File: config.mk
export PLATFORM = sky130hd
export DESIGN_NAME = ipd_frame_parser
export DESIGN_NICKNAME = d
export VERILOG_FILES = /design/src/rtl/ipd_pkg.sv /design/src/rtl/ipd_frame_parser.sv
export SDC_FILE = /design/constraint.sdc
export NUM_CORES = 1
export LEC_CHECK = 0
export ABC_AREA = 1
export BUFFER_PORTS_ARGS = -buffer_cell sky130_fd_sc_hd__buf_2
export CORE_ASPECT_RATIO = 0.7
export CORE_UTILIZATION = 40
export CTS_BUF_LIST = sky130_fd_sc_hd__clkbuf_4 sky130_fd_sc_hd__clkbuf_8
export DETAILED_ROUTE_END_ITERATION = 10
export GPL_TIMING_DRIVEN = 0
export PLACE_DENSITY = 0.67
export SLEW_MARGIN = 20
export SYNTH_ARGS = -nofsm -noshare
export SYNTH_HDL_FRONTEND = slang
export SYNTH_SLANG_ARGS = --single-unit
File: constraint.sdc
create_clock -name clk -period 3.1 [get_ports clk]
set_input_delay 0.62 -clock clk [delete_from_list [all_inputs] [get_ports clk]]
set_output_delay 0.62 -clock clk [all_outputs]
set_load 0.1 [all_outputs]
File: src/rtl/ipd_pkg.sv
// Package for the +IPD frame parser: character codes and result type.
package ipd_pkg;

    localparam logic [7:0] CH_PLUS  = 8'h2B;
    localparam logic [7:0] CH_I     = 8'h49;
    localparam logic [7:0] CH_P     = 8'h50;
    localparam logic [7:0] CH_D     = 8'h44;
    localparam logic [7:0] CH_COMMA = 8'h2C;
    localparam logic [7:0] CH_COLON = 8'h3A;
    localparam logic [7:0] CH_ZERO  = 8'h30;
    localparam logic [7:0] CH_NINE  = 8'h39;

    typedef struct packed {
        logic       last_byte;
        logic [7:0] packet_length;
        logic [7:0] byte_index;
        logic [7:0] payload_byte;
    } result_t;

endpackage

File: src/rtl/ipd_frame_parser.sv
// +IPD frame parser: header match, decimal length decode and payload streaming.
//
// Usage:
//   Slave stream s_axis_* carries one received serial byte per transfer.
//   Master stream m_axis_* carries one payload byte per transfer, with its
//   index and the decoded frame length; tlast marks the final payload byte.
//   Header, length digits and the ':' produce no output transfer.
//   One input byte per cycle is sustained while the skid stage is not full.
//   m_axis_tvalid is registered: parser state and the result register (or
//   the skid stage, while a result is stalled) are updated at the accepting edge.
//   The output register is backed by a one-entry skid stage, so one more
//   payload byte is taken while a result is stalled; s_axis_tready falls only when
//   the skid stage is full and recovers the cycle after the receiver takes.
//   Reset returns the parser to idle (waiting for '+') and empties both
//   result stages. A length of zero, or no digits, ends the frame at ':'.
module ipd_frame_parser #(
    parameter int MAX_DIGITS = 9,
    parameter int LEN_BITS   = 8
) (
    input  logic        clk,
    input  logic        rst_n,
    input  logic        s_axis_tvalid,
    output logic        s_axis_tready,
    input  logic [7:0]  s_axis_tdata,   // [7:0] rx_byte
    output logic        m_axis_tvalid,
    input  logic        m_axis_tready,
    output logic [23:0] m_axis_tdata,   // [7:0] payload_byte, [15:8] byte_index,
                                        // [23:16] packet_length
    output logic        m_axis_tlast    // last_byte
);

    localparam logic [2:0] PH_IDLE  = 3'd0;
    localparam logic [2:0] PH_I     = 3'd1;
    localparam logic [2:0] PH_P     = 3'd2;
    localparam logic [2:0] PH_D     = 3'd3;
    localparam logic [2:0] PH_COMMA = 3'd4;
    localparam logic [2:0] PH_LEN   = 3'd5;
    localparam logic [2:0] PH_DATA  = 3'd6;

    localparam logic [3:0] DIGITS_MAX = 4'(MAX_DIGITS);

    logic [2:0]          phase_reg, phase_next;
    logic [3:0]          digits_reg, digits_next;
    logic [LEN_BITS-1:0] len_reg, len_next;
    logic [LEN_BITS-1:0] count_reg, count_next;

    ipd_pkg::result_t    out_reg, skid_reg, res;
    logic                out_valid_reg, skid_valid_reg;

    logic                accept, push, pop;
    logic [7:0]          b;
    logic [LEN_BITS:0]   count_inc;
    logic                last;
    logic [3:0]          digit_val;

    assign s_axis_tready = !skid_valid_reg;
    assign accept        = s_axis_tvalid && s_axis_tready;
    assign b             = s_axis_tdata;
    assign pop           = out_valid_reg && m_axis_tready;

    assign count_inc = {1'b0, count_reg} + {{LEN_BITS{1'b0}}, 1'b1};
    assign last      = count_inc >= {1'b0, len_reg};
    assign digit_val = 4'(b - ipd_pkg::CH_ZERO);

    always_comb
    begin
        phase_next  = phase_reg;
        digits_next = digits_reg;
        len_next    = len_reg;
        count_next  = count_reg;
        push        = 1'b0;
        res.payload_byte  = b;
        res.byte_index    = count_reg[7:0];
        res.packet_length = len_reg[7:0];
        res.last_byte     = last;
        case (phase_reg)
            PH_I, PH_P, PH_D, PH_COMMA:
            begin
                if ((phase_reg == PH_I     && b == ipd_pkg::CH_I) ||
                    (phase_reg == PH_P     && b == ipd_pkg::CH_P) ||
                    (phase_reg == PH_D     && b == ipd_pkg::CH_D) ||
                    (phase_reg == PH_COMMA && b == ipd_pkg::CH_COMMA))
                    phase_next = phase_reg + 3'd1;
                else if (b == ipd_pkg::CH_PLUS)
                    phase_next = PH_I;
                else
                    phase_next = PH_IDLE;
            end
            PH_LEN:
            begin
                if (b inside {[ipd_pkg::CH_ZERO:ipd_pkg::CH_NINE]})
                begin
                    if (digits_reg < DIGITS_MAX)
                    begin
                        len_next = (len_reg << 3) + (len_reg << 1)
                                   + {{(LEN_BITS-4){1'b0}}, digit_val};
                        digits_next = digits_reg + 4'd1;
                    end
                end
                else if (b == ipd_pkg::CH_COLON)
                begin
                    count_next = '0;
                    phase_next = (len_reg != '0) ? PH_DATA : PH_IDLE;
                end
            end
            PH_DATA:
            begin
                push       = 1'b1;
                count_next = count_inc[LEN_BITS-1:0];
                if (last)
                    phase_next = PH_IDLE;
            end
            default:
            begin
                phase_next = PH_IDLE;
                if (b == ipd_pkg::CH_PLUS)
                begin
                    phase_next  = PH_I;
                    digits_next = '0;
                    len_next    = '0;
                    count_next  = '0;
                end
            end
        endcase
    end

    always_ff @(posedge clk or negedge rst_n)
    begin
        if (!rst_n)
        begin
            phase_reg  <= PH_IDLE;
            digits_reg <= '0;
            len_reg    <= '0;
            count_reg  <= '0;
        end
        else if (accept)
        begin
            phase_reg  <= phase_next;
            digits_reg <= digits_next;
            len_reg    <= len_next;
            count_reg  <= count_next;
        end
    end

    // result register with one-entry skid stage
    always_ff @(posedge clk or negedge rst_n)
    begin
        if (!rst_n)
        begin
            out_valid_reg  <= 1'b0;
            skid_valid_reg <= 1'b0;
        end
        else if (pop)
        begin
            if (skid_valid_reg)
                skid_valid_reg <= 1'b0;
            else
                out_valid_reg <= accept && push;
        end
        else if (!out_valid_reg)
            out_valid_reg <= accept && push;
        else if (accept && push)
            skid_valid_reg <= 1'b1;
    end

    always_ff @(posedge clk)
    begin
        if (pop)
        begin
            if (skid_valid_reg)
                out_reg <= skid_reg;
            else
                out_reg <= res;
        end
        else if (!out_valid_reg)
            out_reg <= res;
        else if (accept && push)
            skid_reg <= res;
    end

    assign m_axis_tvalid = out_valid_reg;
    assign m_axis_tdata  = {out_reg.packet_length, out_reg.byte_index, out_reg.payload_byte};
    assign m_axis_tlast  = out_reg.last_byte;

`ifndef SYNTH
    a_skid_needs_out: assert property (@(posedge clk) disable iff (!rst_n)
        skid_valid_reg |-> out_valid_reg)
        else $error("skid stage full while output register empty");

    a_data_len_nonzero: assert property (@(posedge clk) disable iff (!rst_n)
        (phase_reg == PH_DATA) |-> (len_reg != '0))
        else $error("payload phase with zero length");

    a_stall_fills_skid: assert property (@(posedge clk) disable iff (!rst_n)
        (accept && push && out_valid_reg && !m_axis_tready) |=> skid_valid_reg)
        else $error("result lost while output stalled");

    a_digits_bounded: assert property (@(posedge clk) disable iff (!rst_n)
        digits_reg <= DIGITS_MAX)
        else $error("digit count beyond limit");
`endif

endmodule

== Word level (Yosys, flattened, before mapping) ==
Cells that the tools add are included.
Storage, ports and cells
  output and inout bits: 27
  input bits: 12
  bits in registers: 75
  logic and storage cells: 98
Operators by class
  $add $sub $neg: 6
  multiplexer cells: 28
  $lt $le $gt $ge: 4
  bitwise operators: 3
  reductions and logical operators: 24
  equality and inequality tests: 19
Operators by type and width (count)
  25-bit 2-to-1 mux: 3
  8-bit 2-to-1 mux: 5
  8-bit by 6-bit == test with 1-bit output (second input constant): 3
  8-bit by 7-bit == test with 1-bit output (second input constant): 3
  8-bit one-hot mux with 3 select lines: 1
  8-bit one-hot mux with 2 select lines: 1
  3-bit 2-to-1 mux: 5
  4-bit 2-to-1 mux: 3
  2-bit inequality test (second input constant): 6
  5-bit AND reduction: 2
  8-bit by 1-bit adder with 9-bit output (second input constant): 1
  3-bit == test (second input constant): 3
  9-bit by 8-bit greater-or-equal comparator with 1-bit output: 1
  3-bit one-hot mux with 3 select lines: 1
  8-bit by 4-bit adder with 8-bit output: 1
  8-bit adder: 1
  8-bit by 6-bit greater-or-equal comparator with 1-bit output (second input constant): 1
  8-bit by 6-bit <= comparator with 1-bit output (second input constant): 1
  1-bit logical AND: 8
  1-bit 2-to-1 mux: 8
  4-bit one-hot mux with 2 select lines: 1
  8-bit nonzero test: 1
  3-bit by 2-bit == test with 1-bit output (second input constant): 2
  2-bit nonzero test: 3
  15 further kinds: 19

== Depth between registers and ports, before layout ==
Gate-level depths: netlist of run 1.
  word-level depth: 7
  depth in mapped cells: 18
  gate-level depth less buffers: 18

== Least setup slack after synthesis of run 1 ==
Ideal clock, no wire load.
  path type: reg2reg
  start point: reg out_valid_reg (netlist: m_axis_tvalid)
  end point: reg skid_reg[0] in the netlist's numbering (enable)
  arrival: 2968 ps
  stages on the path, launching flop included: 3
  path buffers: 0
  slack: -275 ps
  clock period less this slack: 3375 ps
  cell sequence: dfrtp_1 nand2_1 nor2_1
Between the ends
  word-level cells in the longest chain between the ends: 3
RTL lines
  start: declaration: line ipd_frame_parser.sv:48  | logic out_valid_reg, skid_valid_reg;
  start signal: assignment: line ipd_frame_parser.sv:158  | out_valid_reg <= accept && push;
  start signal: assignment: line ipd_frame_parser.sv:161  | out_valid_reg <= accept && push;
  1-bit logical AND: line ipd_frame_parser.sv:59  | assign pop = out_valid_reg && m_axis_tready;
  1-bit inverter (no line)
  3-bit AND reduction (no line) *
  end signal: assignment: line ipd_frame_parser.sv:178  | skid_reg <= res;
  end: declaration: line ipd_frame_parser.sv:47  | ipd_pkg::result_t out_reg, skid_reg, res;
Mark *: on every way between the ends. The rest lies on a longest branch, timed or not.
A chain may end at the register's enable or synchronous reset.

== Worst setup path after layout of run 1 ==
  start point: reg count_reg[0]
  end point: reg phase_reg[0]
Between the ends
  word-level cells in the longest chain between the ends: 4
RTL lines
  start: declaration: line ipd_frame_parser.sv:45  | logic [LEN_BITS-1:0] count_reg, count_next;
  start signal: assignment: line ipd_frame_parser.sv:141  | count_reg <= count_next;
  8-bit by 1-bit adder with 9-bit output: line ipd_frame_parser.sv:61  | assign count_inc = {1'b0, count_reg} + {{LEN_BITS{1'b0}}, 1'b1};
  9-bit by 8-bit greater-or-equal comparator with 1-bit output: line ipd_frame_parser.sv:62  | assign last = count_inc >= {1'b0, len_reg};
  2-bit inequality test (no line)
  4-bit AND reduction (no line)
  end signal: assignment: line ipd_frame_parser.sv:138  | phase_reg <= phase_next;
  end: declaration: line ipd_frame_parser.sv:42  | logic [2:0] phase_reg, phase_next;
Every way passes these cells.

==> flow_summary.toml, run 1 <==
[critical_path]
setup.worst_path.class = "flip-flop to flip-flop"
cpMostUsedCell = "sky130_fd_sc_hd__nand2_1"
critical_path.cell_chain = "ha_1, nand3_1, nor2_1, xor2_1, ha_1, nand2_1, inv_1, nand2_1, nand2_1, nand2_1, nand3_1, nand2_2, inv_1, nand2_1, nand2_1"
required_ns = 3.36
crit_slowest_cell = "sky130_fd_sc_hd__dfrtp_1"
worstSetupStartpointType = "flip-flop"
path_buf_inv = 2
critical-path-top-delay-family = "simple AND/OR/NAND/NOR gates"
worst_ep_arrival_time_ns = 2.58
critical_path.endpoint_type = "flip-flop"
critPathMaxFanout = 6
stage_delay_of_the_slowest_cell_on_the_critical_path_ns = 0.44

[power_and_ir_drop]
peakVddDrop_uv = 194.1
leakage_nw = 2.065
power_density_nw_per_um2 = 412.8

[route]
postRouteAntennaNets = 0
num_vias = 2858
routed_via_density = 4.988
wl_per_cell_um = 15.03
drt_pre_antenna_iters = 5
routed_wirelength_mm = 8.615
drt_iter0_drc = 265
detail_route.drc_violations = 0

[logic_synthesis]
ys_types = 36
syn_nets = 431
netlist_area_um2 = 3994
synthesis.yosys.warnings = 0
postSynthCellCount = 391
ys_seq_area_share_pct = 53.26
postSynthRegisterBits = 75
synthesis.area_per_instance_um2 = 10.21

[place]
dp_hpwl_mm = 6.369
place_worst_setup_slack_ns = 0.5351
gp_congestion = 0.8951
port_buffers = 38

[clocking]
tritoncts_clock_tree = "yes"
cts_num_sinks = 75
cts_htree_levels = 3
clkSlewWorstSetupHoldPaths_ns = 0.09
clock_latency_reported_for_the_late_side_of_the_worst_skew_pair_ns = 0.37
cts-root-buf = "sky130_fd_sc_hd__clkbuf_8"
cts_buffer_depth = 2
cts.repair_timing.setup_buffer_count = 0
cts.repair.resized = 0
number_of_buffers_created_by_cts = 9
hold_fix_buffer_count_after_cts = 0

[timing]
timing.final.crit_share_pct = 74.88
timing_hold_violations_final = 0
finalSetupViolCount = 0
rsz0062_at_grt = "no"
finalClockSkew_ns = 0.009961
sum_neg_setup_slack_ns = 0
slew_headroom_pct = 49.96
final.setup.worst_slack_ns = 0.7788
max_freq_mhz = 430.8
timing.final.max_slew_violations = 0
worst-slew-pin-transition_ns = 0.7489
timing.final.crit_period_ns = 2.321

[layout]
commonest_cells_after_routing_fill_and_taps_aside = "68 x sky130_fd_sc_hd__nand2_1, 50 x sky130_fd_sc_hd__edfxtp_1, 44 x sky130_fd_sc_hd__inv_1"
layout-drive-gt1-share_pct = 23.37
layout.filler_cells = 923
antenna-diode-count = 0
layout.area.seq_um2 = 2127
syn2layout_area_growth_pct = 13.57
largest_reg_flops = 25
layout_commonest_cell = "sky130_fd_sc_hd__nand2_1"
number_of_nets_in_the_finished_design = 480
area_of_the_multi_input_gates_um2 = 1647

[grt]
gr-usage-all-layers_pct = 18.44
pin_count_of_the_biggest_net_entering_global_routing = 28
grt_pass1_wl_mm = 14.12
grt_antenna_before_repair = 0
first_global_vias = 2660
globalRouteOverflowTotal = 0

[floorplanning]
die_area_um2 = 10390
floorplan.initialDensity_pct = 41.24
boundaryPins = 39
num_rows = 30
core_area_um2 = 9684
die_width_um = 121.4
die_height_um = 85.60

[status]
status = "finished, final reports clean"

[hold_path]
classification_of_the_worst_slack_hold_path = "input pin to asynchronous set/reset pin"

[job]
cap_viol_max_count = 0
## routing by layer
layer	up-vias	part of all wire, %	track usage, %
li1	1420	-	-
met1	1329	50	27.23
met2	101	41	25.05
met3	8	8.3	6.848
met4	0	0.65	4.938
met5	-	0	0
## power by group
group,switching [mW],internal (mW),total (mW)
sequential,0.00121,1.07,1.07
clock,0.410,0.303,0.712
combinational,0.0767,0.0165,0.0931
total,0.488,1.38,1.87
## worst paths after layout
path                                                from                  endpoint  cells past startpoint  slack, ns
worst max register to register  count_reg[0]$_DFFE_PN0P_  phase_reg[0]$_DFFE_PN0P_                     15       0.78
worst min register to register    len_reg[7]$_DFFE_PN0P_    skid_reg[23]$_DFFE_PP_                      0       0.51
worst max-delay path            count_reg[0]$_DFFE_PN0P_  phase_reg[0]$_DFFE_PN0P_                     15       0.78
max in group asynchronous                          rst_n  phase_reg[0]$_DFFE_PN0P_                      1       2.43
min in group clk                         s_axis_tdata[6]     skid_reg[6]$_DFFE_PP_                      1       0.46
worst min-delay path                               rst_n  count_reg[3]$_DFFE_PN0P_                      1       0.25
## cell usage after synthesis, drive strengths merged
| library cell | number | area (µm²) |
|---|---|---|
| inv | 48 | 180.2 |
| nand2 | 82 | 350.3 |
| a31oi | 3 | 33.78 |
| dfrtp | 25 | 625.6 |
| o21ai | 24 | 165.2 |
| a21boi | 2 | 15.01 |
| o21bai | 1 | 7.510 |
| fa | 2 | 40.04 |
| a21oi | 28 | 162.7 |
| clkbuf | 2 | 7.510 |
| mux2 | 4 | 45.04 |
| clkinv | 1 | 3.750 |
| nor2 | 36 | 150.1 |
| edfxtp | 50 | 1501 |
| nand3 | 21 | 105.1 |
| o211ai | 3 | 22.52 |
| xor2 | 6 | 52.55 |
| nand3b | 1 | 7.510 |
| nor3 | 4 | 31.28 |
| ha | 26 | 325.3 |
| xnor2 | 3 | 26.28 |
| or2 | 5 | 31.28 |
| buf | 6 | 38.78 |
| nand4 | 8 | 65.06 |
## stage by stage
stage | instances | hold WS (ns) | instance area [µm²] | power [mW] | util, %
final | 573 | 0.2523 | 4536 | 1.872 | 46.83
after global routing | 573 | 0.2868 | 4536 | 1.948 | 46.83
after CTS | 573 | 0.2732 | 4536 | 1.892 | 46.83
after detailed placement | 557 | 0.4812 | 4354 | 1.182 | 44.96
after global placement | 557 | 0.4812 | 4347 | 1.181 | 44.88
after floorplan | 391 | 0.3244 | 3996 | 1.149 | -
## kinds of logic (layout without fill, tap and decap cells)
group	count (synthesis)	in the layout	synth area share (%)
and+or+nand+nor	157	157	18.55
DFF	75	75	53.26
AOI/OAI and AO/OA	61	61	10.18
buffers and inverters	57	111	5.764
adders and majority gates	28	28	9.148
xor gates and xnor gates	9	9	1.974
muxes	4	4	1.128
## final cells by class
| class | count | area share (%) |
|---|---|---|
| buffer | 8 | 1.021 |
| clock buffer | 9 | 2.731 |
| clock inverter | 7 | 1.269 |
| inverter | 49 | 4.055 |
| multi-input combinational | 259 | 36.30 |
| sequential | 75 | 46.90 |
| tap | 128 | 3.531 |
| timing repair buffer | 38 | 4.193 |
Note: power is estimated with default switching activity, not from simulation.
==> run 2: changes to the inputs <==
--- a/config.mk
+++ b/config.mk
@@ -5,14 +5,14 @@
 export SDC_FILE = /design/constraint.sdc
 export NUM_CORES = 1
 export LEC_CHECK = 0
-export ABC_AREA = 1
+export ABC_AREA = 0
 export BUFFER_PORTS_ARGS = -buffer_cell sky130_fd_sc_hd__buf_2
 export CORE_ASPECT_RATIO = 0.7
 export CORE_UTILIZATION = 40
 export CTS_BUF_LIST = sky130_fd_sc_hd__clkbuf_4 sky130_fd_sc_hd__clkbuf_8
 export DETAILED_ROUTE_END_ITERATION = 10
 export GPL_TIMING_DRIVEN = 0
-export PLACE_DENSITY = 0.67
+export PLACE_DENSITY = 0.69
 export SLEW_MARGIN = 20
 export SYNTH_ARGS = -nofsm -noshare
 export SYNTH_HDL_FRONTEND = slang
==> constraint.sdc (replaced) <==
create_clock -name clk -period 2.03 [get_ports clk]
set_input_delay 0.406 -clock clk [delete_from_list [all_inputs] [get_ports clk]]
set_output_delay 0.406 -clock clk [all_outputs]
set_load 0.1 [all_outputs]
==> run 2 against run 1 <==
Net effect:
- the flow now finishes with violations (setup timing)
- worst setup slack lost 1.1 ns
- clock skew shrank 0.0019 ns
- fmax shrank 2.3%
- largest power group unchanged
- highest routed layer unchanged
==> flow_summary.toml, run 2 <==
[status]
status = "finished with violations"
failing_checks = "setup timing"

[grt]
first_global_vias = 2709
pin_count_of_the_biggest_net_entering_global_routing = 29
grt_pass1_wl_mm = 13.38
grt_antenna_before_repair = 0
globalRouteOverflowTotal = 0
gr-usage-all-layers_pct = 17.62

[timing]
finalSetupViolCount = 5
timing.final.crit_period_ns = 2.375
finalClockSkew_ns = 0.008105
slew_headroom_pct = 58.43
rsz0062_at_grt = "yes"
worst-slew-pin-transition_ns = 0.6235
final.setup.worst_slack_ns = -0.3454
sum_neg_setup_slack_ns = -1.550
max_freq_mhz = 421.0
timing.final.crit_share_pct = 117.0
timing_hold_violations_final = 0
timing.final.max_slew_violations = 0

[layout]
layout_commonest_cell = "sky130_fd_sc_hd__edfxtp_1"
final_non_filler_cells = 507
layout.filler_cells = 805
syn2layout_area_growth_pct = 25.31
antenna-diode-count = 0
number_of_nets_in_the_finished_design = 418
layout-drive-gt1-share_pct = 41.78
final_core_util_pct = 52.36
commonest_cells_after_routing_fill_and_taps_aside = "50 x sky130_fd_sc_hd__edfxtp_1, 38 x sky130_fd_sc_hd__buf_2, 24 x sky130_fd_sc_hd__inv_1, 24 x sky130_fd_sc_hd__mux2_2, 21 x sky130_fd_sc_hd__buf_4"
largest_reg_flops = 25

[logic_synthesis]
ys_seq_area_share_pct = 55.45
postSynthCellCount = 310
post_synth_main_area_contributors = "sky130_fd_sc_hd__edfxtp_1 39%, sky130_fd_sc_hd__dfrtp_1 16%, sky130_fd_sc_hd__ha_1 8.5%"
yosys-top-cells-count = "50 x sky130_fd_sc_hd__edfxtp_1, 27 x sky130_fd_sc_hd__inv_1, 26 x sky130_fd_sc_hd__ha_1"
postSynthRegisterBits = 75
ys_types = 49
async_reset_ff_share_pct = 33.33
yosysMostFrequentCell = "sky130_fd_sc_hd__edfxtp_1"
netlist_area_um2 = 3836
synthesis.yosys.warnings = 0
netlist.top_cell.by_area = "sky130_fd_sc_hd__edfxtp_1"
yosysTopAreaCellShare_pct = 39.14
synthesis.area_per_instance_um2 = 12.37
postSynth.topFlopCell = "sky130_fd_sc_hd__edfxtp_1"
syn_nets = 350
synth_edf_count = 50

[critical_path]
setup.worst_path.class = "flip-flop to flip-flop"
setup.worst_path.start = "count_reg[3]$_DFFE_PN0P_"
stage_delay_of_the_slowest_cell_on_the_critical_path_ns = 0.38
critPathMaxFanout = 3
crit_slowest_cell = "sky130_fd_sc_hd__dfrtp_2"
cpMostUsedCell = "sky130_fd_sc_hd__and3_4"
worst_ep_arrival_time_ns = 2.65
path_buf_inv = 1
worstSetupStartpointType = "flip-flop"
required_ns = 2.31
critical_path.endpoint_type = "flip-flop"
worst_r2r_startpoint = "count_reg[3]$_DFFE_PN0P_"
critical-path-top-delay-family = "simple AND/OR/NAND/NOR gates"
critical_path.cell_chain = "and3_4, nand3_4, nor2_4, xnor2_2, inv_1, ha_4, and3_4, nand4_1, a311oi_4, mux2i_1"

[power_and_ir_drop]
power.net_switching_mw = 0.7391
leakage_nw = 2.114
seq_power_share_pct = 54.4
pwr-share-comb_pct = 7.4
netSwitchingFraction_pct = 24.50
power.internal_mw = 2.278
power_density_nw_per_um2 = 627.5
peakVddDrop_uv = 272.9
clock_power_share_pct = 38.2

[route]
num_vias = 2653
wl_per_cell_um = 16.25
routed_wirelength_mm = 8.240
postRouteAntennaNets = 0
detail_route.drc_violations = 0
drt_pre_antenna_iters = 4
routed_via_density = 5.233
drt_iter0_drc = 93

[floorplanning]
core_area_um2 = 9180
num_rows = 29
die_width_um = 119.1
die_area_um2 = 9992
boundaryPins = 39
die_height_um = 83.94
floorplan.initialDensity_pct = 41.79

[clocking]
clkSlewWorstSetupHoldPaths_ns = 0.08
tritoncts_clock_tree = "yes"
clock_latency_reported_for_the_late_side_of_the_worst_skew_pair_ns = 0.36
cts-root-buf = "sky130_fd_sc_hd__clkbuf_8"
cts_num_sinks = 75
cts_buffer_depth = 2
cts_htree_levels = 3
hold_fix_buffer_count_after_cts = 0
number_of_buffers_created_by_cts = 9

[place]
dp_hpwl_mm = 5.341
port_buffers = 38
dp_cells = 472
gp_congestion = 0.9126

[hold_path]
classification_of_the_worst_slack_hold_path = "input pin to asynchronous set/reset pin"

[job]
cap_viol_max_count = 0
-- run 2: layer usage --
layer / vias to the layer above / global-route usage, % / share of wire [%]
li1: 1276 / - / -
met4: 0 / 8.055 / 2.0
met5: - / 0 / 0
met2: 66 / 25.90 / 44
met1: 1296 / 24.05 / 49
met3: 15 / 4.986 / 4.8
-- run 2: cells by family after synthesis --
family          share of synthesized area, %
compound gates                         10.24
xor+xnor                               2.055
flops                                  55.45
buf+inv                                3.294
fa+ha+maj                              9.524
mux                                    8.480
simple gates                           10.96
-- run 2: layout make-up --
class	count	area [µm²]	area share (%)
plain buffers	3	17.52	0.3644
inverters	27	101.3	2.108
flip-flops and latches	75	2138	44.48
clock inverters	6	65.06	1.353
well taps	124	155.1	3.227
repair buffers	59	347.8	7.236
multi-input cells	203	1851	38.50
clock buffers	10	131.4	2.733
-- run 2: repair_timing --
item | CTS | global route
buffers inserted | 17 | 4
gates cloned | 1 | 0
endpoints found under the setup margin | 62 | 48
resized for setup | 41 | 19
pin swaps | 18 | 4
-- run 2: final timing paths --
| path | to | slack, ns | cells after the start |
|---|---|---|---|
| setup / recovery | phase_reg[0]$_DFFE_PN0P_ | -0.35 | 10 |
| setup reg to reg | phase_reg[0]$_DFFE_PN0P_ | -0.35 | 10 |
| hold / removal | count_reg[5]$_DFFE_PN0P_ | 0.06 | 1 |
| max in group asynchronous | len_reg[0]$_DFFE_PN0P_ | 1.52 | 1 |
| min in group clk | skid_valid_reg$_DFFE_PN0P_ | 0.25 | 2 |
| hold reg to reg | skid_valid_reg$_DFFE_PN0P_ | 0.53 | 1 |
-- run 2: power by group through the flow --
stage	sequential, mW	clock (mW)	combinational, mW
detailed placement	1.68	0	0.205
global route	1.64	1.23	0.239
CTS	1.64	1.18	0.218
global placement	1.68	0	0.201
finish	1.64	1.15	0.223
floorplan	1.76	0	0.0606
-- run 2: per-stage QoR --
stage          setup slack (ns)  hold WS (ns)  area (µm²)  total power [mW]
3_5_place_dp            -0.5475        0.4580        4235             1.881
3_3_place_gp            -0.5534        0.4471        4235             1.877
4_1_cts                 -0.3028       0.06051        4727             3.045
5_1_grt                 -0.4761       0.09612        4807             3.118
2_1_floorplan           -0.2596        0.1104        3890             1.819
6_report                -0.3454       0.06194        4807             3.017
==> run 3: changes to the inputs <==
--- a/config.mk
+++ b/config.mk
@@ -7,7 +7,7 @@
 export LEC_CHECK = 0
 export ABC_AREA = 0
 export BUFFER_PORTS_ARGS = -buffer_cell sky130_fd_sc_hd__buf_2
-export CORE_ASPECT_RATIO = 0.7
+export CORE_ASPECT_RATIO = 1.25
 export CORE_UTILIZATION = 40
 export CTS_BUF_LIST = sky130_fd_sc_hd__clkbuf_4 sky130_fd_sc_hd__clkbuf_8
 export DETAILED_ROUTE_END_ITERATION = 10
==> run 3 against run 2 <==
Net effect:
- the run still ends with setup timing left
- wire length decreased by 3.2%
- combinational power decreased by 4%
- sequential cell count unchanged
- total power increased by 2.3%
- worst setup slack got worse by 0.025 ns
- register-to-register slack got worse by 0.02 ns
- non-clock buffer count decreased by 4
- clock power increased by 7%
- via count about the same
- clock skew decreased by 0.0017 ns
- cell area decreased by 1.4%
==> flow_summary.toml, run 3 (same netlist as run 2, synthesis figures left out) <==
[critical_path]
reg2reg_depth = 10
critical_path.endpoint_type = "flip-flop"
critical_path.cell_chain = "and3_4, nand3_4, nor2_4, xnor2_2, inv_2, ha_4, and3_4, nand4_1, a311oi_4, mux2i_1"
setup.worst_path.class = "flip-flop to flip-flop"
path_buf_inv = 1
r2r_setup_slack_ns = -0.37
critical-path-top-delay-family = "simple AND/OR/NAND/NOR gates"
worst_ep_arrival_time_ns = 2.67
worstReg2RegEnd = "phase_reg[0]$_DFFE_PN0P_"
stage_delay_of_the_slowest_cell_on_the_critical_path_ns = 0.45
required_ns = 2.30
worstSetupStartpointType = "flip-flop"
crit_slowest_cell = "sky130_fd_sc_hd__a311oi_4"
critical_path_cell_count = 10
worstSetupEndpoint = "phase_reg[0]$_DFFE_PN0P_"
critPathMaxFanout = 3
setup.worst_path.start = "count_reg[3]$_DFFE_PN0P_"
worst_r2r_startpoint = "count_reg[3]$_DFFE_PN0P_"
cpMostUsedCell = "sky130_fd_sc_hd__and3_4"

[floorplanning]
floorplan.initialDensity_pct = 41.60
core_area_um2 = 9223
num_rows = 39
die_width_um = 89.59
boundaryPins = 39
die_area_um2 = 9988
die_height_um = 111.5

[timing]
timing_hold_violations_final = 0
worst-slew-pin-transition_ns = 0.6614
timing.final.crit_share_pct = 118.2
finalClockSkew_ns = 0.006400
slew_headroom_pct = 55.90
finalSetupViolCount = 16
final.setup.worst_slack_ns = -0.3700
timing.final.crit_period_ns = 2.400
rsz0062_at_grt = "yes"
timing.final.max_slew_violations = 0
max_freq_mhz = 416.7

[hold_path]
classification_of_the_worst_slack_hold_path = "input pin to asynchronous set/reset pin"

[grt]
grt_pass1_wl_mm = 12.44
pin_count_of_the_biggest_net_entering_global_routing = 29
globalRouteOverflowTotal = 0
grt_antenna_before_repair = 0
first_global_vias = 2612
gr-usage-all-layers_pct = 16.39

[layout]
layout-drive-gt1-share_pct = 36.32
largest_reg_flops = 25
number_of_nets_in_the_finished_design = 415
layout_commonest_cell = "sky130_fd_sc_hd__edfxtp_1"
commonest_cells_after_routing_fill_and_taps_aside = "50 x sky130_fd_sc_hd__edfxtp_1, 39 x sky130_fd_sc_hd__buf_2, 25 x sky130_fd_sc_hd__inv_1"
antenna-diode-count = 0
syn2layout_area_growth_pct = 23.58
finalInstanceArea_um2 = 4741

[power_and_ir_drop]
power_density_nw_per_um2 = 651.2
peakVddDrop_uv = 275.7
leakage_nw = 2.116

[route]
detail_route.drc_violations = 0
wl_per_cell_um = 15.86
num_vias = 2652
routed_via_density = 5.272
drt_pre_antenna_iters = 4
postRouteAntennaNets = 0
routed_wirelength_mm = 7.977
drt_iter0_drc = 91

[place]
dp_hpwl_mm = 5.165
port_buffers = 38
gp_congestion = 0.8736
dpl_cell_area_um2 = 4234
place_worst_setup_slack_ns = -0.5655

[clocking]
clock_latency_reported_for_the_late_side_of_the_worst_skew_pair_ns = 0.35
tritoncts_clock_tree = "yes"
cts_num_sinks = 75
cts-root-buf = "sky130_fd_sc_hd__clkbuf_8"
number_of_buffers_created_by_cts = 9
cts_buffer_depth = 2
clkSlewWorstSetupHoldPaths_ns = 0.08
cts_htree_levels = 3

[job]
cap_viol_max_count = 0

[status]
status = "finished with violations"
failing_checks = "setup timing"
==> run 3: cell count changes in the layout (fill, tap and decap cells not counted), moves of 3 or more <==
cell,before,now
sky130_fd_sc_hd__buf_4,21,15
sky130_fd_sc_hd__ha_1,16,22
sky130_fd_sc_hd__dfrtp_1,16,20
sky130_fd_sc_hd__dfrtp_2,9,5
sky130_fd_sc_hd__ha_4,7,3
sky130_fd_sc_hd__nand2_1,20,23
==> run 3: area by class of cell <==
class                      instances  area [µm²]
sequential                        75        2133
multi-input combinational        204        1783
inverter                          27       101.3
timing repair buffer              54       335.3
clock inverter                     6       80.08
buffer                             4       22.52
fill                             788        4482
clock buffer                      10       131.4
tap                              123       153.9
==> run 3: per-layer routing <==
layer / up-vias / global-route usage [%] / part of all wire (%)
li1: 1274 / - / -
met1: 1320 / 20.22 / 44
met3: 13 / 3.929 / 2.6
met2: 45 / 27.07 / 52
met4: 0 / 6.667 / 1.8
met5: - / 0 / 0
==> run 3: how the worst min path moves through the flow <==
stage | endpoint | cells after the start | from | slack (ns)
finish | count_reg[3]$_DFFE_PN0P_ | 1 | rst_n | 0.08
global route | count_reg[7]$_DFFE_PN0P_ | 1 | rst_n | 0.10
CTS | count_reg[7]$_DFFE_PN0P_ | 1 | rst_n | 0.08
detailed placement | len_reg[5]$_DFFE_PN0P_ | 1 | rst_n | 0.46
global placement | len_reg[5]$_DFFE_PN0P_ | 1 | rst_n | 0.46
floorplan | count_reg[0]$_DFFE_PN0P_ | 0 | rst_n | 0.11
==> run 3: power breakdown <==
part           leakage (nW)  internal [mW]  switching, mW  total, mW
clock                 0.113          0.697          0.532       1.23
combinational          1.14         0.0535          0.161      0.215
sequential            0.858           1.64        0.00650       1.64
total                  2.12           2.39          0.700       3.09
==> run 3: timing repair <==
action | in CTS | in global routing
pin swaps | 10 | 7
setup endpoints to repair | 48 | 59
endpoints found under the hold margin | 0 | 0
cloned | 1 | 1
setup buffers | 10 | 6
hold buffers | 0 | 0
gates resized for setup | 16 | 20
==> run 3: metrics by stage <==
stage | util [%] | std cells | TNS [ns] | power, mW | hold WS (ns)
floorplan | - | 310 | -1.002 | 1.819 | 0.1104
global placement | 45.91 | 471 | -8.585 | 1.876 | 0.4574
detailed placement | 45.91 | 471 | -10.68 | 1.879 | 0.4642
CTS | 49.75 | 497 | -2.505 | 3.097 | 0.08191
global route | 51.40 | 503 | -4.219 | 3.177 | 0.1007
finish | 51.40 | 503 | -2.424 | 3.087 | 0.07924
